===== src/rtl/core/qrs_pkg.sv =====
// ----------------------------------------------------------------------------
// qrs_pkg: shared types and constants of the quadratic root solver
// Result kind codes, control word carried along the cell chains, and the
// fixed widths of the result fields.
// ----------------------------------------------------------------------------
package qrs_pkg;

    // width of the signed root fields and of the imaginary magnitude
    localparam int ROOT_W = 48;
    localparam int IMAG_W = 47;

    // kind of solution
    typedef enum logic [2:0] {
        KIND_NONE     = 3'd0,
        KIND_LINEAR   = 3'd1,
        KIND_TWO_REAL = 3'd2,
        KIND_DOUBLE   = 3'd3,
        KIND_COMPLEX  = 3'd4
    } t_kind;

    // control word that travels with every coefficient set
    typedef struct packed {
        logic  vld;
        t_kind kind;
    } t_ctl;

endpackage


===== src/rtl/core/qrs_setup.sv =====
// ----------------------------------------------------------------------------
// qrs_setup: numerators for the divider chain
// Forms two numerators from the scaled -b (-c if a is zero) and the root,
// splits them into magnitude and quotient sign for the unsigned dividers.
// ----------------------------------------------------------------------------
module qrs_setup import qrs_pkg::*; #(
    parameter int SW  = 33,
    parameter int NW  = 34,
    parameter int DVW = 17
) (
    input  logic                  i_clk,
    input  logic                  i_rst_n,
    input  t_ctl                  i_ctl,
    input  logic [SW-1:0]         i_root,
    input  logic signed [NW-1:0]  i_nb,
    input  logic [DVW-1:0]        i_den,
    input  logic                  i_den_neg,
    output t_ctl                  o_ctl,
    output logic [1:0][NW-1:0]    o_num,
    output logic [1:0]            o_neg,
    output logic [DVW-1:0]        o_den
);

    logic signed [NW:0]  n_nbx, n_sx, n_n1, n_n2, n_m1, n_m2;
    logic [1:0]          n_neg;
    t_ctl                r_ctl;
    logic [1:0][NW-1:0]  r_num;
    logic [1:0]          r_neg;
    logic [DVW-1:0]      r_den;

    // pick numerators by kind
    always_comb begin
        n_nbx = (NW+1)'(i_nb);
        n_sx  = (NW+1)'({1'b0, i_root});
        case (i_ctl.kind)
            KIND_TWO_REAL: begin
                n_n1 = n_nbx + n_sx;
                n_n2 = n_nbx - n_sx;
            end
            KIND_COMPLEX: begin
                n_n1 = n_nbx;
                n_n2 = n_sx;
            end
            default: begin
                n_n1 = n_nbx;
                n_n2 = '0;
            end
        endcase
        n_m1     = n_n1[NW] ? -n_n1 : n_n1;
        n_m2     = n_n2[NW] ? -n_n2 : n_n2;
        n_neg[0] = n_n1[NW] ^ i_den_neg;
        n_neg[1] = (i_ctl.kind == KIND_COMPLEX) ? 1'b0 : (n_n2[NW] ^ i_den_neg);
    end

    always_ff @(posedge i_clk) begin
        if (!i_rst_n)
            r_ctl.vld <= 1'b0;
        else
            r_ctl.vld <= i_ctl.vld;
        r_ctl.kind <= i_ctl.kind;
        r_num[0]   <= n_m1[NW-1:0];
        r_num[1]   <= n_m2[NW-1:0];
        r_neg      <= n_neg;
        r_den      <= i_den;
    end

    assign o_ctl = r_ctl;
    assign o_num = r_num;
    assign o_neg = r_neg;
    assign o_den = r_den;

endmodule


===== config.mk =====
export PLATFORM = sky130hd
export DESIGN_NAME = qrs_setup
export DESIGN_NICKNAME = d
export VERILOG_FILES = /design/src/rtl/core/qrs_pkg.sv /design/src/rtl/core/qrs_setup.sv
export SDC_FILE = /design/constraint.sdc
export NUM_CORES = 1
export LEC_CHECK = 0
export ABC_AREA = 1
export BUFFER_PORTS_ARGS = -buffer_cell sky130_fd_sc_hd__buf_2
export CELL_PAD_IN_SITES_DETAIL_PLACEMENT = 0
export CELL_PAD_IN_SITES_GLOBAL_PLACEMENT = 2
export CORE_MARGIN = 4
export CORE_UTILIZATION = 29
export DETAILED_ROUTE_END_ITERATION = 10
export GPL_TIMING_DRIVEN = 0
export PLACE_DENSITY_LB_ADDON = 0.1
export SLEW_MARGIN = 20
export SYNTH_ARGS = -nofsm -noshare
export SYNTH_HDL_FRONTEND = slang
export SYNTH_SLANG_ARGS = --single-unit

===== constraint.sdc =====
create_clock -name i_clk -period 3.15 [get_ports i_clk]
set_input_delay 0.1575 -clock i_clk [delete_from_list [all_inputs] [get_ports i_clk]]
set_output_delay 0.1575 -clock i_clk [all_outputs]
set_load 0.01 [all_outputs]

==> flow_summary.toml <==
[run_status]
status = "completed"

[layout]
finalInstanceArea_mm2 = 0.0121
drive_gt1_share_pct = 14.4
fin_util_pct = 35.2
final_cell_mix = "nand2_1, inv_1, buf_2"
final_nets = 2237
diodes = 0
nFillCells = 4090
layout_commonest_cell = "nand2_1"
area_growth_syn_to_layout_pct = 19.9

[logic_synthesis]
synthMuxAreaShare_pct = 0
ys.flop_type = "dfxtp_1"
syn_inst = 1864
synth_compound_gate_area_share_pct = 5.66
syn-num-nets = 2025
synth-edff-count = 0
synth_top_family_by_area = "simple AND/OR/NAND/NOR gates"
syn-cell-area_mm2 = 0.0101
ys_types = 40
yosys_register_bits = 91
yosysSeqAreaShare_pct = 18.0
synthXorXnorAreaFrac_pct = 3.98
syn_avg_cell_area_um2 = 5.44
synth_warnings = 0
async_flop_share_pct = 0
synthSimpleGateAreaFrac_pct = 47.3
synthAdderAreaFrac_pct = 8.79

[setup_path]
cpMostUsedCell = "nand2_1"
crit_required_ns = 3.37
cp_data_arrival_time_ns = 3.19
cp_max_fo = 8
critPathMaxStageDelay_ns = 0.51
worstPathCellList = "buf_2 -> inv_1 -> ha_1 -> buf_4 -> inv_2 -> nand2_1 -> nand2_1 -> inv_1 -> nand3_1 -> nand2_1 -> nand3_1 -> nand2_1 -> nand3_1 -> o21ai_0 -> nand2_1 -> nor3_1 -> nor3_1 -> xnor2_1"
cp-end-kind = "register"
critPathSlowestCell = "nor3_1"
startpoint_type = "input pin"
crit_type = "in -> reg"

[clocking]
numClockSinks = 91
clock_path_buffers = 2
root_buffer = "clkbuf_16"
cts_tree = "built"
numCtsBuffers = 9
path_clk_slew_ns = 0.06
htree_levels = 3

[global_routing]
grt_first_pass_wirelength_um = 66700
grt_max_degree = 16
grt_usage_pct = 22.9
grt_overflow = 0
antenna_found_initial = 0
grt_pass1_vias = 11300

[detailed_routing]
drt_iter0_drc = 783
drt.antenna.violating_nets = 0
wl_um = 44400
drc = 0
num_vias = 11700
vias_per_cell = 4.60
wl_per_cell_um = 17.5
drtPass1Iterations = 5

[power_and_ir_drop]
p_leak_nw = 7.26
p_comb_share_pct = 44.4
power_w = 0.00429
pwr_density_cell_mw_per_mm2 = 354
max-vdd-ir-drop_uv = 362
clkPwrFrac_pct = 25.0
switching_share_pct = 40.7
internal-power_w = 0.00255
pwr-share-seq_pct = 30.6
switchingPower_w = 0.00175

[sta]
max-slew-margin-rel_pct = 43.3
tightest_slew_ns = 0.841
slew_violations = 0
hold_violations = 0
finalCritPeriodShare_pct = 94.1
setup_ws_ns = 0.186
setup_viol = 0
whs_ns = 0.0168
fmax_mhz = 337
rsz0062_at_grt = "no"
fin_crit_ns = 2.96

[floorplan]
die_w_um = 195
die_y_um = 195
core_mm2 = 0.0345
start_util_pct = 29.3
io-pin-count = 182
dieArea_mm2 = 0.0380
rows = 68

[placement]
hpwl_um = 39100
gp_congestion = 0.908
placement.io_buffers = 181
dpl_cell_area_mm2 = 0.0116
post-place-ws_ns = -0.240

[hold_path]
min_delay_path_depth = 3
hold_class = "in -> reg"

[job]
cap_violations = 0
==> state kept, by name, indices dropped and copies added (netlist names) <==
name / count
o_num: 68
o_den: 17
o_ctl: 4
o_neg: 2
==> area by class of cell <==
| cell class | count | area [um^2] | area share (%) |
|---|---|---|---|
| Multi-Input combinational cell | 1361 | 6680 | 55.0 |
| Sequential cell | 91 | 1820 | 15.0 |
| Inverter | 365 | 1380 | 11.3 |
| Timing Repair Buffer | 201 | 1110 | 9.11 |
| Tap cell | 455 | 569 | 4.69 |
| Buffer | 47 | 280 | 2.31 |
| Clock buffer | 11 | 253 | 2.08 |
| Clock inverter | 5 | 60.1 | 0.494 |
==> final timing paths <==
kind | startpoint | to | slack (ns)
worst max-delay path | i_root[5] | o_num[15] | 0.19
worst min-delay path | i_ctl[3] | o_ctl[3] | 0.02
==> metrics by stage <==
stage	TNS, ns	instances
2_1_floorplan	0	1864
3_3_place_gp	-1.31	2500
3_5_place_dp	-1.13	2500
4_1_cts	0	2536
5_1_grt	0	2536
6_report	0	2536
==> repair_timing <==
action / in CTS / in global routing
setup endpoints to repair: 0 / 13
hold endpoints to repair: 20 / 0
buffers inserted: 0 / 0
hold buffers: 20 / 0
resized for setup: 0 / 8
==> routing by layer <==
layer	GRT usage, %	vias up	routed length, um
met5	0	-	0
met3	2.18	34	2320
met1	34.1	5253	22600
met2	35.9	336	18900
met4	4.50	0	665
li1	-	6042	-
==> worst max-delay path, delay by kind of cell <==
kind	cells	cell delay, ns
adder cells (fa/ha/maj)	1	0.26
XOR/XNOR	1	0.30
AND/OR/NAND/NOR	10	1.66
buffers and inverters	5	0.44
AO/OA/AOI/OAI	1	0.33
==> cells in the mapped netlist, types with 2 or more instances <==
| cell | number | area [um^2] |
|---|---|---|
| nand2_2 | 4 | 25.0 |
| and2_1 | 4 | 25.0 |
| nand3_2 | 5 | 50.1 |
| a21o_1 | 2 | 15.0 |
| inv_2 | 3 | 11.3 |
| nor3_2 | 2 | 20.0 |
| a21oi_1 | 49 | 245 |
| a21oi_2 | 2 | 17.5 |
| clkbuf_1 | 5 | 18.8 |
| inv_1 | 361 | 1360 |
| nor2_2 | 11 | 68.8 |
| nand3b_1 | 3 | 22.5 |
| nand4_1 | 22 | 138 |
| nor2_4 | 3 | 33.8 |
| buf_2 | 28 | 140 |
| nand3_1 | 174 | 871 |
| o21ai_0 | 36 | 180 |
| fa_1 | 2 | 40.0 |
| nand2_4 | 4 | 45.0 |
| nor3_1 | 17 | 85.1 |
| nand2_1 | 700 | 2630 |
| xor2_1 | 34 | 298 |
| xnor2_1 | 12 | 105 |
| o21ai_1 | 9 | 45.0 |
| dfxtp_1 | 91 | 1820 |
| o21bai_1 | 4 | 30.0 |
| o21ai_2 | 3 | 26.3 |
| ha_1 | 68 | 851 |
| or2_2 | 14 | 87.6 |
| buf_4 | 12 | 90.1 |
| nor2_1 | 171 | 642 |
==> logic make-up (layout without fill, tap and decap cells) <==
family,Yosys count,in the layout
XOR/XNOR,46,46
AO/OA/AOI/OAI,107,107
AND/OR/NAND/NOR,1138,1138
buffers and inverters,412,629
adder cells (fa/ha/maj),70,70
flip-flops,91,91
==> power by group through the flow <==
stage	logic, W	clock network [W]	registers, W
final	0.00191	0.00107	0.00131
after global routing	0.00215	0.00115	0.00133
after CTS	0.00190	0.00111	0.00132
after detailed placement	0.00187	0	0.00134
after global placement	0.00187	0	0.00134
after floorplan	0.00111	0	0.00141
(Power assumes the default switching activity.)
