## src/rtl/core/qrs_pkg.sv

```systemverilog
// ----------------------------------------------------------------------------
// qrs_pkg: shared types and constants of the quadratic root solver
// Result kind codes, control word carried along the cell chains, and the
// fixed widths of the result fields.
// ----------------------------------------------------------------------------
package qrs_pkg;

    // width of the signed root fields and of the imaginary magnitude
    localparam int ROOT_W = 48;
    localparam int IMAG_W = 47;

    // kind of solution
    typedef enum logic [2:0] {
        KIND_NONE     = 3'd0,
        KIND_LINEAR   = 3'd1,
        KIND_TWO_REAL = 3'd2,
        KIND_DOUBLE   = 3'd3,
        KIND_COMPLEX  = 3'd4
    } t_kind;

    // control word that travels with every coefficient set
    typedef struct packed {
        logic  vld;
        t_kind kind;
    } t_ctl;

endpackage

```

## src/rtl/core/qrs_front.sv

```systemverilog
// ----------------------------------------------------------------------------
// qrs_front: coefficient capture and discriminant
// Registers the coefficients, forms b*b and a*c, then the exact discriminant
// magnitude, the kind of solution, the scaled numerator and the divisor.
// ----------------------------------------------------------------------------
module qrs_front import qrs_pkg::*; #(
    parameter int W   = 16,
    parameter int F   = 16,
    parameter int DW  = 34,
    parameter int NW  = 34,
    parameter int DVW = 17
) (
    input  logic                  i_clk,
    input  logic                  i_rst_n,
    input  logic                  i_load,
    input  logic signed [W-1:0]   i_a,
    input  logic signed [W-1:0]   i_b,
    input  logic signed [W-1:0]   i_c,
    output t_ctl                  o_ctl,
    output logic [DW-1:0]         o_dmag,
    output logic signed [NW-1:0]  o_nb,
    output logic [DVW-1:0]        o_den,
    output logic                  o_den_neg
);

    logic                  r1_vld;
    logic signed [W-1:0]   r1_a, r1_b, r1_c;
    logic                  r2_vld;
    logic signed [W-1:0]   r2_a, r2_b, r2_c;
    logic signed [2*W-1:0] r_bb, r_ac;

    logic signed [DW:0]    n_d;
    logic signed [DVW:0]   n_ax, n_amag, n_bx, n_bmag;
    t_ctl                  n_ctl;
    logic [DW-1:0]         n_dmag;
    logic signed [NW-1:0]  n_nb;
    logic [DVW-1:0]        n_den;
    logic                  n_den_neg;

    t_ctl                  r_ctl;
    logic [DW-1:0]         r_dmag;
    logic signed [NW-1:0]  r_nb;
    logic [DVW-1:0]        r_den;
    logic                  r_den_neg;

    // capture the word and form the products
    always_ff @(posedge i_clk) begin
        if (!i_rst_n) begin
            r1_vld <= 1'b0;
            r2_vld <= 1'b0;
        end else begin
            r1_vld <= i_load;
            r2_vld <= r1_vld;
        end
        r1_a <= i_a;
        r1_b <= i_b;
        r1_c <= i_c;
        r2_a <= r1_a;
        r2_b <= r1_b;
        r2_c <= r1_c;
        r_bb <= r1_b * r1_b;
        r_ac <= r1_a * r1_c;
    end

    // discriminant, kind, numerator and divisor
    always_comb begin
        n_d     = (DW+1)'(r_bb) - ((DW+1)'(r_ac) <<< 2);
        n_dmag  = n_d[DW] ? DW'(-n_d) : DW'(n_d);
        n_ax    = (DVW+1)'(r2_a);
        n_amag  = n_ax[DVW] ? -n_ax : n_ax;
        n_bx    = (DVW+1)'(r2_b);
        n_bmag  = n_bx[DVW] ? -n_bx : n_bx;
        n_ctl.vld = r2_vld;
        if (r2_a == '0) begin
            n_ctl.kind = (r2_b != '0) ? KIND_LINEAR : KIND_NONE;
            n_nb       = -(NW'(r2_c) <<< F);
            n_den      = DVW'(n_bmag);
            n_den_neg  = r2_b[W-1];
        end else begin
            if (n_d[DW])
                n_ctl.kind = KIND_COMPLEX;
            else if (n_d == '0)
                n_ctl.kind = KIND_DOUBLE;
            else
                n_ctl.kind = KIND_TWO_REAL;
            n_nb       = -(NW'(r2_b) <<< F);
            n_den      = DVW'(n_amag <<< 1);
            n_den_neg  = r2_a[W-1];
        end
    end

    always_ff @(posedge i_clk) begin
        if (!i_rst_n)
            r_ctl.vld <= 1'b0;
        else
            r_ctl.vld <= n_ctl.vld;
        r_ctl.kind <= n_ctl.kind;
        r_dmag     <= n_dmag;
        r_nb       <= n_nb;
        r_den      <= n_den;
        r_den_neg  <= n_den_neg;
    end

    assign o_ctl     = r_ctl;
    assign o_dmag    = r_dmag;
    assign o_nb      = r_nb;
    assign o_den     = r_den;
    assign o_den_neg = r_den_neg;

endmodule

```

## config.mk

```make
export PLATFORM = sky130hd
export DESIGN_NAME = qrs_front
export DESIGN_NICKNAME = d
export VERILOG_FILES = /design/src/rtl/core/qrs_pkg.sv /design/src/rtl/core/qrs_front.sv
export SDC_FILE = /design/constraint.sdc
export NUM_CORES = 2
export LEC_CHECK = 0
export BUFFER_PORTS_ARGS = -buffer_cell sky130_fd_sc_hd__buf_2
export CORE_MARGIN = 3
export CORE_UTILIZATION = 50
export DETAILED_ROUTE_END_ITERATION = 10
export GPL_TIMING_DRIVEN = 0
export PLACE_DENSITY = 0.73
export SLEW_MARGIN = 20
export SYNTH_ARGS = -nofsm -noshare
export SYNTH_HDL_FRONTEND = slang
export SYNTH_SLANG_ARGS = --single-unit
```

## constraint.sdc

```tcl
create_clock -name i_clk -period 8.7 [get_ports i_clk]
set_input_delay 1.305 -clock i_clk [delete_from_list [all_inputs] [get_ports i_clk]]
set_output_delay 1.305 -clock i_clk [all_outputs]
set_load 0.05 [all_outputs]
```

==> results.tsv <==
stage	metric	value	unit
run_status	status	complete, no violations	
global_routing	grt_max_degree	17	
worst_setup_path	arrival	8.44	ns
timing	setup_viol_count_final	0	
cells_and_area	layout_common_cells	676 x inv_1, 498 x fa_1, 262 x nand2_1	
detailed_routing	drtIter0Drc	1580	
timing	tightest_slew	0.967	ns
timing	fin_setup_tns	0	ns
global_routing	antenna_found_initial	6	
die	die-area	59000	sq um
placement	port_buffers	124	
detailed_routing	wl_per_cell	18.0	um
clock_tree	cts_tree	done	
die	start_util	0.508	
worst_setup_path	start_kind	register	
worst_setup_path	path_class	reg -> reg	
synthesis	ys_seq_area_frac	0.167	
die	coreArea	55300	sq um
clock_tree	clk_pin_slew	0.07	ns
detailed_routing	num_vias	20938	
cells_and_area	utilization	0.554	
clock_tree	cts_made_buffers	27	
global_routing	gr-total-overflow	0	
global_routing	grt_pass1_vias	21322	
detailed_routing	viasPerCell	5.28	
synthesis	synth_seq_cells	234	
cells_and_area	layout_commonest_cell	inv_1	
detailed_routing	routed_wl	71300	um
die	io_pins	141	
placement	place_area	29700	sq um
clock_tree	post_cts_buffers	0	
clock_tree	cts.sinks	234	
timing	final_max_slew_viol_count	0	
worst_setup_path	crit_fanout	10	
detailed_routing	first_pass_iters	6	
timing	grt_setup_unrepaired	false	
cells_and_area	fin_nets	3953	
die	die_w	243	um
timing	period_needed	7.99	ns
die	die_y	243	um
synthesis	syn_inst	3027	
worst_setup_path	cp-end-kind	register	
global_routing	grt_pass1_wl	114000	um
timing	period_share	0.918	
clock_tree	htreeDepth	1	
job	maxCapViolCount	0	
worst_setup_path	critPathRequiredTime	9.15	ns
synthesis	async_flop_share	0	
global_routing	grt_usage	0.246	
cells_and_area	drive_gt1_frac	0.0706	
cells_and_area	syn_to_final_growth	9.11	%
synthesis	synth_cell_types	82	
placement	gp_congestion	0.948	
clock_tree	insertion_delay	0.57	ns
placement	hpwl	58900	um
cells_and_area	stdcell_area	30600	sq um
synthesis	yosysWarnings	0	
timing	max_slew_margin	0.347	
detailed_routing	drc_errors	0	
min_path	hold_path_class	reg -> reg	
timing	fin_skew	0.0213	ns
clock_tree	postCtsResizedCells	0	
synthesis	syn_avg_cell_area	9.28	sq um
synthesis	netlist_area	28100	sq um
cells_and_area	fill_cells	4998	
detailed_routing	ant_nets	0	
timing	fmax	125	MHz
clock_tree	cts_root_buf	clkbuf_16	
die	num_rows	86	
cells_and_area	diodes	0	
synthesis	synth_edf_count	0	
clock_tree	ctsHoldBuffers	0	
timing	hold_violations	0	
clock_tree	clk_path_buf_depth	3	
synthesis	synth_ff_type	dfxtp_1	
## critical path, cell delays in order, from the launching register on
cell	delay [ns]
dfxtp_1	0.38
clkbuf_1	0.56
clkbuf_1	0.55
nand2_1	0.16
fa_1	0.53
fa_1	0.54
fa_1	0.52
inv_1	0.05
fa_1	0.46
fa_1	0.55
inv_1	0.06
fa_1	0.54
inv_1	0.05
ha_1	0.38
and3_1	0.24
a221oi_1	0.30
nor2b_1	0.09
o21ai_0	0.23
o211ai_1	0.23
a221oi_1	0.53
a21oi_1	0.23
a211o_1	0.31
a21oi_1	0.18
xnor2_1	0.19
## synthesized netlist by cell type (all sizes together), types with 20 or more instances
cell type / count / area (sq um)
nor2: 125 / 469
a211oi: 20 / 168
ha: 209 / 2620
a21o: 45 / 338
dfxtp: 234 / 4680
fa: 498 / 9970
o21ai: 79 / 395
or3: 20 / 150
xor2: 45 / 394
nand2b: 20 / 125
xnor2: 123 / 1080
nand3: 34 / 170
and2: 187 / 1170
inv: 676 / 2540
nor3: 38 / 211
nand2: 262 / 983
clkbuf: 86 / 323
buf: 20 / 138
a21oi: 85 / 437
## path summary, 6_finish.rpt
kind	from	endpoint	slack, ns	cells past startpoint
worst min-delay path	r1_b[0]$_DFF_P_	r_bb[0]$_DFF_P_	0.41	0
worst max-delay path	r1_b[5]$_DFF_P_	r_bb[30]$_DFF_P_	0.71	23
worst min register to register	r1_b[0]$_DFF_P_	r_bb[0]$_DFF_P_	0.41	0
worst max register to register	r1_b[5]$_DFF_P_	r_bb[30]$_DFF_P_	0.71	23
## kinds of logic after synthesis
logic type / count (synthesis) / share of synthesized area
AO/OA/AOI/OAI: 364 / 0.0871
XOR/XNOR: 168 / 0.0524
adder cells (fa/ha/maj): 707 / 0.448
buffers and inverters: 784 / 0.107
flip-flops: 234 / 0.167
multiplexers: 8 / 0.00299
other: 1 / 0.000134
AND/OR/NAND/NOR: 761 / 0.135
## stage by stage
stage | worst slack (ns) | instances | hold slack [ns]
2_1_floorplan | 2.31 | 3042 | 0.329
3_5_place_dp | 0.819 | 3914 | 0.388
3_3_place_gp | 0.863 | 3914 | 0.391
6_report | 0.714 | 3964 | 0.407
5_1_grt | 0.311 | 3964 | 0.412
4_1_cts | 0.780 | 3964 | 0.403
## registers in the layout, indices dropped and copies added, names as in the netlist
| register | cells |
|---|---|
| o_nb | 18 |
| r_bb | 31 |
| r2_c | 16 |
| o_ctl | 4 |
| o_den | 17 |
| r2_b | 15 |
| o_den_neg | 1 |
| r_ac | 32 |
| r1_b | 16 |
| o_dmag | 34 |
| r2_vld | 1 |
| r1_a | 16 |
| r2_a | 16 |
| r1_vld | 1 |
| r1_c | 16 |
## layout make-up
type                       instances  area [sq um]  area share
multi-input combinational       2024         20400       0.667
sequential                       234          4680       0.153
inverter                         678          2540      0.0831
tap                              748           936      0.0305
clock buffer                      32           704      0.0230
timing repair buffer             124           621      0.0203
buffer                           106           460      0.0150
clock inverter                    18           240     0.00784
## routing by layer
metal  vias up  part of all wire  track usage  wire length (um)
li1       9636                 -            -                 -
met1     10330              0.43        0.351             31000
met2       807              0.44        0.383             31700
met3       163             0.084       0.0450              5950
met4         2             0.037       0.0752              2630
met5         -           0.00013            0                 9
Power is not shown: default switching activity piles up to over one toggle a cycle in this logic, so the estimate is an artifact.
