## src/rtl/core/qrs_pkg.sv

```systemverilog
// ----------------------------------------------------------------------------
// qrs_pkg: shared types and constants of the quadratic root solver
// Result kind codes, control word carried along the cell chains, and the
// fixed widths of the result fields.
// ----------------------------------------------------------------------------
package qrs_pkg;

    // width of the signed root fields and of the imaginary magnitude
    localparam int ROOT_W = 48;
    localparam int IMAG_W = 47;

    // kind of solution
    typedef enum logic [2:0] {
        KIND_NONE     = 3'd0,
        KIND_LINEAR   = 3'd1,
        KIND_TWO_REAL = 3'd2,
        KIND_DOUBLE   = 3'd3,
        KIND_COMPLEX  = 3'd4
    } t_kind;

    // control word that travels with every coefficient set
    typedef struct packed {
        logic  vld;
        t_kind kind;
    } t_ctl;

endpackage

```

## src/rtl/core/qrs_finish.sv

```systemverilog
// ----------------------------------------------------------------------------
// qrs_finish: result formatting
// Applies the quotient signs, saturates to the field ranges and routes the
// quotients to the result fields by kind; unused fields read zero.
// ----------------------------------------------------------------------------
module qrs_finish import qrs_pkg::*; #(
    parameter int NW = 34
) (
    input  logic                      i_clk,
    input  logic                      i_rst_n,
    input  t_ctl                      i_ctl,
    input  logic [1:0][NW-1:0]        i_quo,
    input  logic [1:0]                i_neg,
    output logic                      o_valid,
    output logic [2:0]                o_kind,
    output logic signed [ROOT_W-1:0]  o_root_plus,
    output logic signed [ROOT_W-1:0]  o_root_minus,
    output logic signed [ROOT_W-1:0]  o_real_part,
    output logic [IMAG_W-1:0]         o_imag_part
);

    localparam int XW = (NW + 1 > ROOT_W + 1) ? NW + 1 : ROOT_W + 1;
    localparam int UW = (NW > IMAG_W + 1) ? NW : IMAG_W + 1;

    logic signed [XW-1:0]     n_x [2];
    logic [ROOT_W-1:0]        n_sat [2];
    logic [UW-1:0]            n_u;
    logic [IMAG_W-1:0]        n_im;
    logic signed [ROOT_W-1:0] n_rp, n_rm, n_re;
    logic [IMAG_W-1:0]        n_ip;

    logic                     r_valid;
    t_kind                    r_kind;
    logic signed [ROOT_W-1:0] r_rp, r_rm, r_re;
    logic [IMAG_W-1:0]        r_ip;

    // sign and saturate each lane
    always_comb begin
        for (int l = 0; l < 2; l++) begin
            n_x[l] = i_neg[l] ? -XW'({1'b0, i_quo[l]}) : XW'({1'b0, i_quo[l]});
            if ((&n_x[l][XW-1:ROOT_W-1]) || !(|n_x[l][XW-1:ROOT_W-1]))
                n_sat[l] = n_x[l][ROOT_W-1:0];
            else
                n_sat[l] = n_x[l][XW-1] ? {1'b1, {(ROOT_W-1){1'b0}}}
                                        : {1'b0, {(ROOT_W-1){1'b1}}};
        end
        n_u  = UW'(i_quo[1]);
        n_im = (|n_u[UW-1:IMAG_W]) ? {IMAG_W{1'b1}} : n_u[IMAG_W-1:0];
    end

    // route by kind
    always_comb begin
        n_rp = '0;
        n_rm = '0;
        n_re = '0;
        n_ip = '0;
        case (i_ctl.kind)
            KIND_LINEAR, KIND_DOUBLE: begin
                n_rp = n_sat[0];
            end
            KIND_TWO_REAL: begin
                n_rp = n_sat[0];
                n_rm = n_sat[1];
            end
            KIND_COMPLEX: begin
                n_re = n_sat[0];
                n_ip = n_im;
            end
            default: begin
                n_rp = '0;
            end
        endcase
    end

    always_ff @(posedge i_clk) begin
        if (!i_rst_n)
            r_valid <= 1'b0;
        else
            r_valid <= i_ctl.vld;
        r_kind <= i_ctl.kind;
        r_rp   <= n_rp;
        r_rm   <= n_rm;
        r_re   <= n_re;
        r_ip   <= n_ip;
    end

    assign o_valid      = r_valid;
    assign o_kind       = r_kind;
    assign o_root_plus  = r_rp;
    assign o_root_minus = r_rm;
    assign o_real_part  = r_re;
    assign o_imag_part  = r_ip;

endmodule

```

## config.mk

```make
export PLATFORM = sky130hd
export DESIGN_NAME = qrs_finish
export DESIGN_NICKNAME = d
export VERILOG_FILES = /design/src/rtl/core/qrs_pkg.sv /design/src/rtl/core/qrs_finish.sv
export SDC_FILE = /design/constraint.sdc
export NUM_CORES = 1
export LEC_CHECK = 0
export BUFFER_PORTS_ARGS = -buffer_cell sky130_fd_sc_hd__clkbuf_2
export CAP_MARGIN = 10
export CORE_ASPECT_RATIO = 1.1
export CORE_MARGIN = 2
export CORE_UTILIZATION = 40
export DETAILED_ROUTE_END_ITERATION = 12
export GPL_TIMING_DRIVEN = 0
export PLACE_DENSITY_LB_ADDON = 0.05
export SETUP_SLACK_MARGIN = 0.5
export SLEW_MARGIN = 10
export SYNTH_ARGS = -nofsm -noshare
export SYNTH_HDL_FRONTEND = slang
export SYNTH_SLANG_ARGS = --single-unit
```

## constraint.sdc

```tcl
create_clock -name i_clk -period 3.4 [get_ports i_clk]
set_input_delay 0.68 -clock i_clk [delete_from_list [all_inputs] [get_ports i_clk]]
set_output_delay 0.68 -clock i_clk [all_outputs]
set_load 0.05 [all_outputs]
```

==> results of run 1 <==
==> per-stage QoR <==
step / hold slack [ps] / power, mW / area (um2)
after CTS: 363 / 4.96 / 8860
after floorplan: 708 / 2.82 / 6760
after detailed placement: 824 / 3.06 / 8280
after global placement: 823 / 3.06 / 8280
after global routing: 361 / 5.09 / 8880
final: 375 / 4.93 / 8880
==> power groups by stage <==
stage	Combinational [mW]	Sequential, mW	Clock, mW
2_1_floorplan	0.238	2.58	0
3_3_place_gp	0.771	2.29	0
3_5_place_dp	0.773	2.29	0
4_1_cts	0.775	2.24	1.95
5_1_grt	0.822	2.24	2.02
6_report	0.774	2.24	1.92
==> cell families (layout without fill, tap and decap cells) <==
logic type	count (synthesis)	count (layout)	share of synthesized area
other	1	13	0.000559
DFF	182	182	0.543
AOI/OAI and AO/OA	118	118	0.115
xor gates and xnor gates	32	32	0.0418
adders and majority gates	2	2	0.00373
buffers and inverters	59	344	0.0436
and+or+nand+nor	313	313	0.243
muxes	6	6	0.00932
==> cells in the final DEF, fill, tap and decap left out, types with 5 or more instances in the layout <==
master / count
nor3_1: 26
inv_1: 6
nand2_1: 35
inv_6: 5
conb_1: 13
or3_1: 15
o31ai_1: 11
clkbuf_16: 17
or4_1: 15
o21ai_0: 17
buf_4: 15
xor2_1: 29
clkbuf_2: 255
nand3_1: 5
and3_1: 35
nor2_1: 132
clkbuf_1: 35
a31oi_1: 21
dfxtp_1: 182
o41ai_1: 7
o21ai_1: 6
nor4_1: 10
a21oi_1: 31
==> cell type report <==
type / instances / area share
Buffer: 53 / 0.0307
Clock buffer: 18 / 0.0483
Clock inverter: 14 / 0.0176
Inverter: 6 / 0.00254
Multi-Input combinational cell: 484 / 0.319
Sequential cell: 182 / 0.410
Tap cell: 204 / 0.0287
Timing Repair Buffer: 253 / 0.143
==> state kept, by name, summed over array words and instances (netlist names) <==
name / count
o_imag_part: 34
o_root_minus: 48
o_real_part: 48
o_root_plus: 48
o_valid: 1
o_kind: 3
==> what timing repair did <==
action | 4_1_cts | 5_1_grt
hold buffers | 0 | 0
endpoints found under the setup margin | 0 | 18
resized for setup | 0 | 6
==> layer usage <==
metal | global-route usage | up-vias | routed length (um)
li1 | - | 3047 | -
met1 | 0.256 | 2730 | 8090
met2 | 0.383 | 228 | 9960
met3 | 0.0607 | 33 | 1350
met4 | 0.0868 | 0 | 505
met5 | 0 | - | 0
==> worst max path at each step <==
| stage | slack, ps | startpoint | to | cells after the start |
|---|---|---|---|---|
| floorplan | 620 | i_quo[54] | o_root_minus[16]$_SDFF_PN0_ | 7 |
| global placement | 170 | i_quo[0] | o_root_plus[22]$_SDFF_PN0_ | 9 |
| detailed placement | 170 | i_quo[0] | o_real_part[22]$_SDFF_PP0_ | 9 |
| CTS | 630 | i_quo[0] | o_root_plus[22]$_SDFF_PN0_ | 9 |
| global route | 520 | i_quo[35] | o_root_minus[22]$_SDFF_PN0_ | 9 |
| finish | 680 | i_quo[35] | o_root_minus[22]$_SDFF_PN0_ | 9 |
==> impl_metrics.json, run 1 <==
{
  "nFillCells": 1583,
  "critical_path.slowest_cell": "or4_1",
  "seq_power_share": 0.454,
  "critPathRequiredTime_ps": 3710,
  "synth_edf_count": 0,
  "port_buffers": 253,
  "via_per_inst": 4.97,
  "cp.arrival_ps": 3030,
  "cp_top_family": "simple AND/OR/NAND/NOR gates",
  "avgSynthCellArea_um2": 9.41,
  "die_y_um": 140,
  "power.share.clock": 0.389,
  "cts_made_buffers": 17,
  "grt_first_pass_wirelength_um": 30200,
  "drive_above_1_share": 0.326,
  "hold_end": "o_kind[2]$_DFF_P_",
  "core_mm2": 0.0164,
  "endpoint_kind": "flop",
  "switching_share": 0.313,
  "intPower_mw": 3.38,
  "antenna_left": 0,
  "vias": 6038,
  "p_leak_nw": 4.16,
  "area_growth_pct": 32.3,
  "cp_common_cell": "or4_1",
  "holdPathStages": 1,
  "wire_per_inst_um": 16.4,
  "multiInputGateArea_mm2": 0.00284,
  "regArea_mm2": 0.00364,
  "cp_num_buf_inv": 2,
  "drtIter0Drc": 321,
  "fin_ws_ps": 680,
  "place_congestion": 0.889,
  "instances_no_fill": 1214,
  "cap_violations": 0,
  "drt-total-wl_um": 19900,
  "worst_pin_slew_ps": 771,
  "combPwrFrac": 0.157,
  "post-cts-setup-buffers": 0,
  "clkTransAtPathRegs_ps": 70,
  "num_antenna_cells": 0,
  "dp_cells": 1182,
  "switching_power_mw": 1.54,
  "ys_warn_count": 0,
  "cts_max_level": 4,
  "track_usage": 0.220,
  "finalCritPeriodShare": 0.800,
  "crit_type": "primary input to flop",
  "slew_violations": 0,
  "dieArea_mm2": 0.0178,
  "setup_viol": 0,
  "io_pins": 271,
  "hold_class": "primary input to flop",
  "synthArstFlopShare": 0,
  "gr-total-overflow": 0,
  "rsz0062_at_grt": "false",
  "drt_pass1_iterations": 5,
  "synth.cell_area_mm2": 0.00671,
  "finish.utilization": 0.543,
  "synth_top_cell_by_area": "dfxtp_1",
  "startpoint_type": "primary input",
  "powerDensity_mw_per_mm2": 555,
  "nets": 1075,
  "cts_root_buf": "clkbuf_16",
  "netlist_instances": 713,
  "crit_chain": "clkbuf_2 -> inv_1 -> ha_1 -> nor3b_2 -> nand2b_1 -> or4_1 -> or4_1 -> a21oi_1 -> a311oi_2",
  "die_x_um": 128,
  "rows": 49,
  "max_slew_margin": 0.482,
  "cts_buffer_depth": 2,
  "dpl.hpwl_um": 15300,
  "synth_cell_types": 61,
  "ys_seq_area_frac": 0.543,
  "clock-sinks": 182,
  "drc": 0,
  "period_minus_slack_ps": 2720,
  "synth_ff_type": "dfxtp_1",
  "synth_common_cells": "dfxtp_1 (182), nor2_1 (132), clkbuf_1 (36)",
  "worstPathMaxFanout": 6,
  "hold_start": "i_ctl[2]",
  "outcome": "complete, no violations",
  "hold_violations": 0,
  "finalSetupTns_ps": 0,
  "vdd_ir_drop_max_mv": 0.335,
  "cts_tree": "yes",
  "first_global_vias": 5630,
  "initial_utilization": 0.410,
  "grt_max_degree": 20,
  "grt_antenna_before_repair": 0,
  "cp_slowest_stage_delay_ps": 550,
  "ys_seq_elements": 182,
  "synth_top_area_share": 0.543,
  "timing.fmax_mhz": 368,
  "post-synth-top-count-cell": "dfxtp_1",
  "synth.area.top_cells": "dfxtp_1 (54%), nor2_1 (7.4%), xor2_1 (3.8%), and3_1 (3.3%), a21oi_1 (2.3%)",
  "post-place-ws_ps": 171
}
Power figures use the tool's default switching activity.
==> run 2, diff against run 1 <==
==> constraint.sdc (replaced) <==
create_clock -name i_clk -period 2.5 [get_ports i_clk]
set_input_delay 0.5 -clock i_clk [delete_from_list [all_inputs] [get_ports i_clk]]
set_output_delay 0.5 -clock i_clk [all_outputs]
set_load 0.05 [all_outputs]
==> run 2 against run 1 <==
Net effect: combinational power rose by 59%; via count up 7.6%; cell area rose by 17%; core utilization grew 9.4 points.
==> impl_metrics.json, run 2 (synthesis results as in run 1) <==
{
  "vdd_ir_drop_max_mv": 0.438,
  "via_per_inst": 5.13,
  "setup_viol": 0,
  "cts_buffer_depth": 2,
  "area_growth_pct": 55.3,
  "io_pins": 271,
  "critical_path.slowest_cell": "or4_4",
  "nets": 1128,
  "outcome": "complete, no violations",
  "nFillCells": 1421,
  "drtIter0Drc": 346,
  "crit_chain": "buf_8 -> or4_4 -> or4_4 -> buf_8 -> or3_4 -> buf_12 -> nand2_8 -> buf_8 -> nor2_2",
  "drc": 0,
  "cp_num_buf_inv": 4,
  "clkTransAtPathRegs_ps": 70,
  "dieArea_mm2": 0.0178,
  "cts_tree": "yes",
  "grt_max_degree": 20,
  "regArea_mm2": 0.00364,
  "mostFrequentLayoutCell": "clkbuf_2",
  "core_mm2": 0.0164,
  "die_y_um": 140,
  "place_congestion": 0.862,
  "port_buffers": 253,
  "final_cell_mix": "clkbuf_2 (235), dfxtp_1 (182), nor2_1 (112)",
  "die_x_um": 128,
  "worstPathMaxFanout": 7,
  "multiInputGateArea_mm2": 0.00362,
  "finalPower_mw": 7.00,
  "rows": 49,
  "cap_violations": 0,
  "wire_per_inst_um": 17.1,
  "grt_antenna_before_repair": 0,
  "track_usage": 0.236,
  "period_minus_slack_ps": 2350,
  "vias": 6498,
  "cp_slowest_stage_delay_ps": 530,
  "cp.arrival_ps": 2650,
  "max_slew_margin": 0.436,
  "cp.depth": 9,
  "worst_pin_slew_ps": 846,
  "drt_pass1_iterations": 5,
  "crit_type": "primary input to flop",
  "critPathRequiredTime_ps": 2800,
  "timing.fmax_mhz": 426,
  "cts_root_buf": "clkbuf_16",
  "grt_first_pass_wirelength_um": 32800,
  "finalCritPeriodShare": 0.940,
  "critPathCapture": "o_root_minus[42]$_SDFF_PN0_",
  "hold_violations": 0,
  "initial_utilization": 0.410,
  "first_global_vias": 6069,
  "cts_made_buffers": 17,
  "slew_violations": 0,
  "cts_max_level": 4,
  "hold_class": "primary input to flop",
  "hold_buffers": 0,
  "antenna_left": 0,
  "powerDensity_mw_per_mm2": 671,
  "drive_above_1_share": 0.463,
  "cp_common_cell": "buf_8",
  "cp_top_family": "simple AND/OR/NAND/NOR gates",
  "drt-total-wl_um": 21700,
  "p_leak_nw": 4.76,
  "rsz0062_at_grt": "true",
  "clock-sinks": 182,
  "startpoint_type": "primary input",
  "num_antenna_cells": 0,
  "gr-total-overflow": 0,
  "endpoint_kind": "flop",
  "dpl.hpwl_um": 15400,
  "startpoint": "i_quo[50]",
  "finish.utilization": 0.637
}
==> run 2: worst min path at each step <==
stage,cells after the start,endpoint,from
6_report,1,o_kind[2]$_DFF_P_,i_ctl[2]
5_1_grt,1,o_kind[2]$_DFF_P_,i_ctl[2]
4_1_cts,1,o_kind[2]$_DFF_P_,i_ctl[2]
3_5_place_dp,1,o_kind[2]$_DFF_P_,i_ctl[2]
3_3_place_gp,1,o_kind[2]$_DFF_P_,i_ctl[2]
2_1_floorplan,0,o_kind[0]$_DFF_P_,i_ctl[0]
==> run 2: power by group <==
part	leakage (nW)	switching [mW]	internal, mW	total (mW)
registers	1.49	0.0307	3.01	3.04
logic	2.98	0.881	0.349	1.23
clock network	0.291	1.29	1.43	2.72
total	4.76	2.20	4.80	7.00
==> run 2: per-layer routing <==
metal,up-vias,track usage,wire length [um]
met1,3042,0.311,9390
met4,0,0.0839,330
met5,-,0,0
met3,24,0.0657,1790
met2,265,0.372,10200
li1,3167,-,-
==> run 2: repair_timing <==
| item | CTS | global route |
|---|---|---|
| hold endpoints to repair | 0 | 0 |
| setup buffers | 33 | 15 |
| gates cloned | 4 | 1 |
| pin swaps | 41 | 49 |
| gates resized for setup | 70 | 111 |
| setup endpoints to repair | 84 | 116 |
==> run 2: layout make-up <==
type / count / area share
Inverter: 6 / 0.00264
Multi-Input combinational cell: 484 / 0.347
Timing Repair Buffer: 306 / 0.182
Sequential cell: 182 / 0.349
Tap cell: 204 / 0.0245
Buffer: 53 / 0.0365
Clock buffer: 17 / 0.0408
Clock inverter: 15 / 0.0169
==> run 2: through the flow <==
step / hold slack (ps) / setup TNS, ps / instances / area [um2] / worst slack, ps
after floorplan: 528 / -668 / 725 / 7120 / -44.5
after global placement: 624 / -18810 / 1182 / 8640 / -417
after detailed placement: 625 / -18950 / 1182 / 8640 / -412
after CTS: 170 / 0 / 1251 / 9910 / 151
after global routing: 170 / 0 / 1267 / 10400 / 121
final: 181 / 0 / 1267 / 10400 / 151
