<file path="config.mk">
export PLATFORM = sky130hd
export DESIGN_NAME = qrs_div_cell
export DESIGN_NICKNAME = d
export VERILOG_FILES = /design/src/rtl/core/qrs_pkg.sv /design/src/rtl/core/qrs_div_cell.sv
export SDC_FILE = /design/constraint.sdc
export NUM_CORES = 1
export LEC_CHECK = 0
export BUFFER_PORTS_ARGS = -buffer_cell sky130_fd_sc_hd__clkbuf_2
export CORE_ASPECT_RATIO = 0.8
export CORE_MARGIN = 3
export CORE_UTILIZATION = 36
export DETAILED_ROUTE_END_ITERATION = 10
export PLACE_DENSITY_LB_ADDON = 0.08
export SYNTH_ARGS = -nofsm -noshare
export SYNTH_HDL_FRONTEND = slang
export SYNTH_SLANG_ARGS = --single-unit
</file>
<file path="constraint.sdc">
create_clock -name i_clk -period 3.2 [get_ports i_clk]
set_input_delay 0.8 -clock i_clk [delete_from_list [all_inputs] [get_ports i_clk]]
set_output_delay 0.8 -clock i_clk [all_outputs]
set_load 0.1 [all_outputs]
</file>
<file path="src/rtl/core/qrs_pkg.sv">
// ----------------------------------------------------------------------------
// qrs_pkg: shared types and constants of the quadratic root solver
// Result kind codes, control word carried along the cell chains, and the
// fixed widths of the result fields.
// ----------------------------------------------------------------------------
package qrs_pkg;

    // width of the signed root fields and of the imaginary magnitude
    localparam int ROOT_W = 48;
    localparam int IMAG_W = 47;

    // kind of solution
    typedef enum logic [2:0] {
        KIND_NONE     = 3'd0,
        KIND_LINEAR   = 3'd1,
        KIND_TWO_REAL = 3'd2,
        KIND_DOUBLE   = 3'd3,
        KIND_COMPLEX  = 3'd4
    } t_kind;

    // control word that travels with every coefficient set
    typedef struct packed {
        logic  vld;
        t_kind kind;
    } t_ctl;

endpackage

</file>
<file path="src/rtl/core/qrs_div_cell.sv">
// ----------------------------------------------------------------------------
// qrs_div_cell: one quotient bit of the two-lane restoring divider
// Both lanes share the divisor; the numerator shifts out at the top while the
// quotient bits shift in at the bottom of the same register.
// ----------------------------------------------------------------------------
module qrs_div_cell import qrs_pkg::*; #(
    parameter int NW  = 34,
    parameter int DVW = 17
) (
    input  logic                 i_clk,
    input  logic                 i_rst_n,
    input  t_ctl                 i_ctl,
    input  logic [DVW-1:0]       i_den,
    input  logic [1:0][DVW-1:0]  i_rem,
    input  logic [1:0][NW-1:0]   i_nq,
    input  logic [1:0]           i_neg,
    output t_ctl                 o_ctl,
    output logic [DVW-1:0]       o_den,
    output logic [1:0][DVW-1:0]  o_rem,
    output logic [1:0][NW-1:0]   o_nq,
    output logic [1:0]           o_neg
);

    logic [1:0][DVW:0]   n_try, n_diff;
    logic [1:0]          n_fit;
    logic [1:0][DVW-1:0] n_rem;
    logic [1:0][NW-1:0]  n_nq;
    t_ctl                r_ctl;
    logic [DVW-1:0]      r_den;
    logic [1:0][DVW-1:0] r_rem;
    logic [1:0][NW-1:0]  r_nq;
    logic [1:0]          r_neg;

    // bring down one bit and try the divisor in each lane
    always_comb begin
        for (int l = 0; l < 2; l++) begin
            n_try[l]  = {i_rem[l], i_nq[l][NW-1]};
            n_diff[l] = n_try[l] - {1'b0, i_den};
            n_fit[l]  = (n_try[l] >= {1'b0, i_den});
            n_rem[l]  = n_fit[l] ? n_diff[l][DVW-1:0] : n_try[l][DVW-1:0];
            n_nq[l]   = {i_nq[l][NW-2:0], n_fit[l]};
        end
    end

    always_ff @(posedge i_clk) begin
        if (!i_rst_n)
            r_ctl.vld <= 1'b0;
        else
            r_ctl.vld <= i_ctl.vld;
        r_ctl.kind <= i_ctl.kind;
        r_den      <= i_den;
        r_rem      <= n_rem;
        r_nq       <= n_nq;
        r_neg      <= i_neg;
    end

    assign o_ctl = r_ctl;
    assign o_den = r_den;
    assign o_rem = r_rem;
    assign o_nq  = r_nq;
    assign o_neg = r_neg;

endmodule

</file>
==> results_dict.tcl, run 1 <==
set metrics [dict create \
    antenna_found_initial 0 \
    cts_max_path_buffers 2 \
    post_cts_resized 0 \
    worst_ep_required_time_ns 3.50 \
    synth_area_leaders "dfxtp_1 53%, ha_1 9.1%, a21oi_1 4.9%, xnor2_1 3.4%, mux2_2 2.9%" \
    gp_congestion 0.866 \
    hp-class "in -> reg" \
    setup-tns-final_ns 0 \
    vias_per_cell 4.66 \
    ys_ff_latch 125 \
    postCtsHoldBufs 0 \
    status "completed" \
    core_sq_um 12400 \
    clock.fmax_mhz 377 \
    syn_area_per_cell_sq_um 10.6 \
    total_power_mw 5.71 \
    clkSinkCount 125 \
    dieWidth_um 134 \
    synthTopCellsByCount "125 x dfxtp_1, 46 x a21oi_1, 34 x ha_1" \
    rsz0062_at_grt "false" \
    synth_cell_types 54 \
    drv_cap 0 \
    tritoncts "yes" \
    grt_max_degree 29 \
    power_density_nw_per_um2 842 \
    start_util 0.377 \
    numCtsBuffers 17 \
    antenna_cells 0 \
    final-max-slew-violation-count 0 \
    ios 252 \
    finalCritPeriodShare 0.828 \
    synth_fp_nets 605 \
    vias 4142 \
    cts_max_level 4 \
    grt-ovfl-total 0 \
    worst_pin_slew_ns 0.566 \
    synth.most_common_cell "dfxtp_1" \
    cp_max_fo 5 \
    yosysWarnings 0 \
    grt_usage 0.176 \
    ant_nets 0 \
    detail_route.wl_per_cell_um 14.8 \
    root_buffer "clkbuf_16" \
    dp_hpwl_mm 10.6 \
    die_h_um 108 \
    port_buffers 251 \
    grt_pass1_wl_mm 20.0 \
    slew_headroom 0.624 \
    synth_ff_type "dfxtp_1" \
    syn_to_final_growth_pct 44.8 \
    critPathLaunchType "input pin" \
    clk_pin_slew_ns 0.06 \
    async_reset_ff_frac 0 \
    num-fill-cells 1176 \
    worstPathArrival_ns 2.95 \
    drc 0 \
    first_pass_iters 4 \
    drt-total-wl_mm 13.1 \
    min_period_ns 2.65 \
    row_count 36 \
    drt_iter0_markers 191 \
    irDropWorstVdd_mv 0.435 \
    grt_pass1_vias 4084 \
    path_class "in -> reg" \
    synth_cells 442 \
    seq_area_frac_synth 0.534 \
    synth_area_sq_um 4690 \
    post_cts_buffers 0 \
    drive_above_1_share 0.425 \
    synth_top_cell_area_share 0.534 \
    die_area_sq_um 14400 \
    hold_violations 0 \
    cellLeakagePower_nw 3.41 \
    setup_viol 0 \
    nets 868 \
    synth-edff-count 0 \
    worstSetupEndpointType "flip-flop" \
    yosys.area.top_type "dfxtp_1" \
]
==> registers in the layout, indices dropped and copies added, names as in the netlist <==
signal / cells
o_nq: 68
o_rem: 34
o_den: 17
o_ctl: 4
o_neg: 2
==> per-layer routing <==
metal | track usage | wire length, um | vias to the layer above
met2 | 0.278 | 6060 | 171
met5 | 0 | 0 | -
met4 | 0.0609 | 197 | 0
met3 | 0.0595 | 1040 | 19
met1 | 0.226 | 5810 | 1857
li1 | - | - | 2095
==> cells by family after synthesis <==
logic type,Yosys count,synth area share
AO/OA/AOI/OAI,113,0.157
buffers and inverters,39,0.0355
XOR/XNOR,25,0.0467
multiplexers,16,0.0387
AND/OR/NAND/NOR,88,0.0889
adder cells (fa/ha/maj),36,0.0993
flip-flops,125,0.534
==> critical path: stages <==
cell      delay (ns)
clkbuf_2        0.10
inv_1           0.07
ha_1            0.38
nand4_1         0.20
a211oi_1        0.49
nor4_1          0.17
o31ai_1         0.33
xor2_1          0.11
mux2_1          0.30
==> cell type report <==
cell class	count	area [sq um]	area share
Clock inverter	9	158	0.0232
Sequential cell	125	2500	0.369
Timing Repair Buffer	256	1320	0.194
Multi-Input combinational cell	278	2020	0.297
Clock buffer	22	474	0.0699
Inverter	27	101	0.0149
Tap cell	171	214	0.0315
==> final timing paths <==
path,start,to,slack (ns),cells after the start
worst max-delay path,i_den[5],o_rem[32],0.55,9
worst min-delay path,i_nq[23],o_nq[24],0.49,1
==> where the power goes <==
part	total, mW	leakage, nW	internal (mW)	switching (mW)
Sequential	1.76	1.05	1.72	0.0435
Clock	2.05	0.303	1.37	0.687
Combinational	1.90	2.05	0.381	1.52
Total	5.71	3.41	3.46	2.25
==> metrics by stage <==
| stage | area, sq um | setup WS, ns | cells | hold WS (ns) | util |
|---|---|---|---|---|---|
| 2_1_floorplan | 4690 | 0.387 | 442 | 0.828 | - |
| 3_5_place_dp | 6150 | 0.127 | 857 | 0.904 | 0.495 |
| 4_1_cts | 6790 | 0.560 | 888 | 0.466 | 0.546 |
| 3_3_place_gp | 6150 | 0.187 | 857 | 0.902 | 0.495 |
| 5_1_grt | 6790 | 0.413 | 888 | 0.466 | 0.546 |
| 6_report | 6790 | 0.550 | 888 | 0.485 | 0.546 |
==> placed cells by master (no fill, tap or decap), types with 3 or more instances in the layout <==
cell type and count:
clkbuf_2 251, dfxtp_1 125, a21oi_1 46, ha_1 34
nor2_1 31, inv_1 27, xnor2_1 18, nand2_1 17
clkbuf_16 17, a21o_1 13, mux2_2 12, nor3_1 9
nand4_1 8, o21ai_0 8, nand3_1 7, xor2_1 7
o21a_1 5, a211oi_1 4, a31oi_1 4, o21bai_1 4
or3_1 4, bufinv_16 4, o21ai_1 3, and3_1 3
a21boi_0 3, clkbuf_8 3, buf_4 3
Power figures use the tool's default switching activity.
==> inputs of run 2 (changes only) <==
Clock period 3.2 ns to 2.25 ns, I/O delays scaled along.
==> run 2 against run 1 <==
Effect of this change:
- worst hold slack worse by 0.24 ns
- design area is 16% higher
- setup slack worse by 0.53 ns
- sequential share of layout area is 5.1 points lower
- first-iteration DRC count is 17% lower
- utilization is 8.7 points higher
- non-clock buffer count is 95 higher
- sequential power is 42% higher
- via count is 8.6% higher
- highest routed layer unchanged
==> results_dict.tcl, run 2 (same netlist as run 1, synthesis figures left out) <==
set metrics [dict create \
    status "completed" \
    total_power_mw 8.29 \
    largest_register_ffs 68 \
    syn_to_final_growth_pct 68.0 \
    slew_headroom 0.619 \
    port_buffers 251 \
    worstSetupEndpointType "flip-flop" \
    cellLeakagePower_nw 3.88 \
    drc 0 \
    placed_area_sq_um 7060 \
    final_core_util 0.633 \
    fin_ws_ns 0.0190 \
    final-max-slew-violation-count 0 \
    drv_cap 0 \
    drive_above_1_share 0.550 \
    cts_max_path_buffers 2 \
    grt_pass1_vias 4554 \
    root_buffer "clkbuf_16" \
    clkSinkCount 125 \
    setup-tns-final_ns 0 \
    irDropWorstVdd_mv 0.737 \
    ant_nets 0 \
    worstPathArrival_ns 2.53 \
    start_util 0.377 \
    dieWidth_um 134 \
    grt_pass1_wl_mm 22.2 \
    power_density_nw_per_um2 1050 \
    dpl.cell_count 945 \
    detail_route.wl_per_cell_um 14.7 \
    final_common_cell "clkbuf_2" \
    drt_iter0_markers 159 \
    vias_per_cell 4.57 \
    min_period_ns 2.23 \
    vias 4499 \
    numCtsBuffers 17 \
    cts_max_level 4 \
    worst_pin_slew_ns 0.574 \
    hold_violations 0 \
    drt-total-wl_mm 14.5 \
    cp_max_fo 3 \
    hold_ws_ns 0.245 \
    hp-class "in -> reg" \
    gp_congestion 0.855 \
    antenna_cells 0 \
    die_area_sq_um 14400 \
    design_area_sq_um 7870 \
    rsz0062_at_grt "true" \
    layout_common_cells "248 x clkbuf_2, 125 x dfxtp_1, 96 x buf_4" \
    dp_hpwl_mm 11.9 \
    instances_no_fill 984 \
    row_count 36 \
    grt-ovfl-total 0 \
    grt_usage 0.196 \
    core_sq_um 12400 \
    critPathLaunchType "input pin" \
    path_class "in -> reg" \
    clock.fmax_mhz 448 \
    nets 963 \
    ios 252 \
    postCtsHoldBufs 0 \
    worst_ep_required_time_ns 2.55 \
    setup_viol 0 \
    pre_cts_ws_ns -0.501 \
    grt_max_degree 17 \
    die_h_um 108 \
    first_pass_iters 4 \
    clk_pin_slew_ns 0.06 \
    finalCritPeriodShare 0.992 \
    tritoncts "yes" \
    antenna_found_initial 0 \
]
run 2: cell count changes in the layout (fill, tap and decap cells not counted), sizes merged:
cell / before / now
bufinv: 4 / 2
clkinv: 1 / 7
buf: 5 / 103
clkbuf: 273 / 265
inv: 29 / 31
run 2: worst paths after layout:
kind      from   endpoint  slack [ns]  cells past startpoint
max   i_nq[33]  o_rem[12]        0.02                     12
min    i_nq[6]    o_nq[7]        0.25                      1
run 2: cell type report:
| type | count | area [sq um] |
|---|---|---|
| clock inverter | 15 | 183 |
| timing repair buffer | 351 | 2070 |
| clock buffer | 17 | 425 |
| multi-input combinational | 278 | 2350 |
| fill | 1081 | 4560 |
| tap | 171 | 214 |
| sequential | 125 | 2500 |
| inverter | 27 | 130 |
run 2: layer usage:
metal,vias up,share of wire,routed length (um),GRT usage
met4,0,0.012,167,0.0646
li1,2287,-,-,-
met5,-,0,0,0
met1,2059,0.43,6280,0.245
met2,140,0.49,7160,0.329
met3,13,0.060,869,0.0563
run 2: critical path, stage by stage:
cell and delay, ns:
buf_12 0.11, inv_12 0.04, ha_4 0.12, inv_2 0.04, fa_2 0.37, a21o_1 0.22
a221oi_4 0.27, buf_6 0.15, o21ai_4 0.06, a221oi_2 0.25, xnor2_1 0.09, mux2_4 0.25
run 2: report_power, final:
part	switching, mW	internal (mW)
Clock	1.09	1.67
Sequential	0.0599	2.44
Combinational	2.26	0.766
Total	3.41	4.87
run 2: timing repair:
item / CTS / global route
setup endpoints to repair: 2 / 22
buffers inserted: 1 / 6
pin swaps: 4 / 15
resized for setup: 3 / 29
==> inputs of run 3 (changes only) <==
Settings changed: CAP_MARGIN set to 20, CORE_ASPECT_RATIO 0.8 to unset.
==> run 3 against run 2 <==
Effect of this change:
- the flow now finishes with violations (negative setup slack)
- final cell count is 0.81% higher
- sequential power hardly changed
- first-iteration DRC count is 17% higher
- setup slack worse by 0.11 ns
- via count is 0.51% lower
- utilization is 1.7 points lower
- design area is 0.78% lower
- count of clock-buffer cells in the layout is 1 higher
- clock power is 2% lower
- combinational power hardly changed
- non-clock buffer count is 7 higher
- critical endpoint is now o_rem[1]
- largest power group unchanged
==> results_dict.tcl, run 3 (same netlist as run 1, synthesis figures left out) <==
set metrics [dict create \
    status "finished with violations" \
    failed_checks "negative setup slack" \
    grt_pass1_vias 4496 \
    worst_pin_slew_ns 0.578 \
    rsz0062_at_grt "true" \
    dieWidth_um 120 \
    worstPathArrival_ns 2.65 \
    vias 4476 \
    layout_common_cells "250 x clkbuf_2, 125 x dfxtp_1, 104 x buf_4" \
    port_buffers 251 \
    slew_headroom 0.616 \
    final_core_util 0.617 \
    worst_hold_path.num_cells 1 \
    ant_nets 0 \
    ios 252 \
    gp_congestion 0.857 \
    total_power_mw 8.22 \
    fin_ws_ns -0.0953 \
    core_sq_um 12700 \
    setup-tns-final_ns -0.497 \
    instances_no_fill 992 \
    detail_route.wl_per_cell_um 14.2 \
    dpl.cell_count 958 \
    cts_max_level 4 \
    drt_iter0_markers 186 \
    cp_max_fo 26 \
    grt-ovfl-total 0 \
    grt_max_degree 27 \
    syn_to_final_growth_pct 66.7 \
    power_density_nw_per_um2 1050 \
    start_util 0.370 \
    largest_register_ffs 68 \
    worstSetupEndpointType "flip-flop" \
    antenna_cells 0 \
    irDropWorstVdd_mv 0.512 \
    final_common_cell "clkbuf_2" \
    drc 0 \
    design_area_sq_um 7810 \
    setup_viol 7 \
    grt_usage 0.195 \
    die_h_um 120 \
    first_pass_iters 4 \
    cts_max_path_buffers 2 \
    cellLeakagePower_nw 3.90 \
    root_buffer "clkbuf_16" \
    finalCritPeriodShare 1.04 \
    grt_pass1_wl_mm 22.0 \
    tritoncts "yes" \
    nets 970 \
    hold_violations 0 \
    min_period_ns 2.35 \
    holdCritStartpoint "i_nq[39]" \
    clkSinkCount 125 \
    postCtsHoldBufs 0 \
    final-max-slew-violation-count 0 \
    die_area_sq_um 14400 \
    placed_area_sq_um 7150 \
    drt-total-wl_mm 14.1 \
    vias_per_cell 4.51 \
    critPathLaunchType "input pin" \
    drive_above_1_share 0.545 \
    dp_hpwl_mm 11.5 \
    antenna_found_initial 0 \
    worst_ep_required_time_ns 2.55 \
    drv_cap 0 \
    numCtsBuffers 17 \
    clock.fmax_mhz 426 \
    hp-class "in -> reg" \
    row_count 41 \
    clk_pin_slew_ns 0.06 \
    num-fill-cells 1099 \
    holdPathEnd "o_nq[40]" \
    path_class "in -> reg" \
]
==> run 3: cell type report <==
type | instances | area [sq um] | area share
tap | 172 | 215 | 0.0275
timing repair buffer | 358 | 2110 | 0.270
sequential | 125 | 2500 | 0.320
multi-input combinational | 278 | 2270 | 0.291
clock buffer | 18 | 429 | 0.0549
clock inverter | 14 | 161 | 0.0207
inverter | 27 | 126 | 0.0162
==> run 3: per-stage QoR <==
step,hold slack (ns),worst slack [ns]
global route,0.225,-0.156
finish,0.245,-0.0953
detailed placement,0.666,-0.584
floorplan,0.590,-0.182
global placement,0.665,-0.513
CTS,0.226,-0.0611
==> run 3: worst max-delay path, stage by stage <==
cell       delay [ns]
clkbuf_16        0.13
inv_12           0.04
ha_4             0.11
inv_2            0.03
fa_2             0.33
a21o_1           0.20
a221oi_4         0.33
buf_4            0.17
a2111o_1         0.14
nand3_2          0.11
buf_12           0.19
mux2_2           0.27
==> run 3: worst max path at each step <==
| stage | startpoint | end | slack [ns] | cells past startpoint |
|---|---|---|---|---|
| finish | i_nq[33] | o_rem[1] | -0.1 | 12 |
| global route | i_nq[33] | o_rem[1] | -0.16 | 12 |
| CTS | i_nq[33] | o_rem[12] | -0.06 | 12 |
| detailed placement | i_nq[33] | o_rem[12] | -0.58 | 12 |
| global placement | i_nq[33] | o_rem[12] | -0.51 | 12 |
| floorplan | i_nq[33] | o_rem[12] | -0.18 | 10 |
==> run 3: power by group <==
| group | internal, mW | leakage (nW) | total, mW | switching [mW] |
|---|---|---|---|---|
| clock network | 1.65 | 0.277 | 2.70 | 1.05 |
| registers | 2.44 | 1.05 | 2.50 | 0.0579 |
| logic | 0.768 | 2.57 | 3.01 | 2.25 |
| total | 4.86 | 3.90 | 8.22 | 3.35 |
==> run 3: what timing repair did <==
action                                 in CTS  in global routing
gates cloned                                0                  0
endpoints found under the hold margin       0                  0
pin swaps                                   8                  7
buffers inserted                            1                  1
setup endpoints to repair                   6                 15
gates resized for setup                     4                  6
==> run 3: layer usage <==
layer  global-route usage  routed length (um)  vias up
met3               0.0556                 967       15
li1                     -                   -     2298
met1                0.221                5740     2002
met5                    0                   0        -
met2                0.345                7160      161
met4               0.0730                 202        0
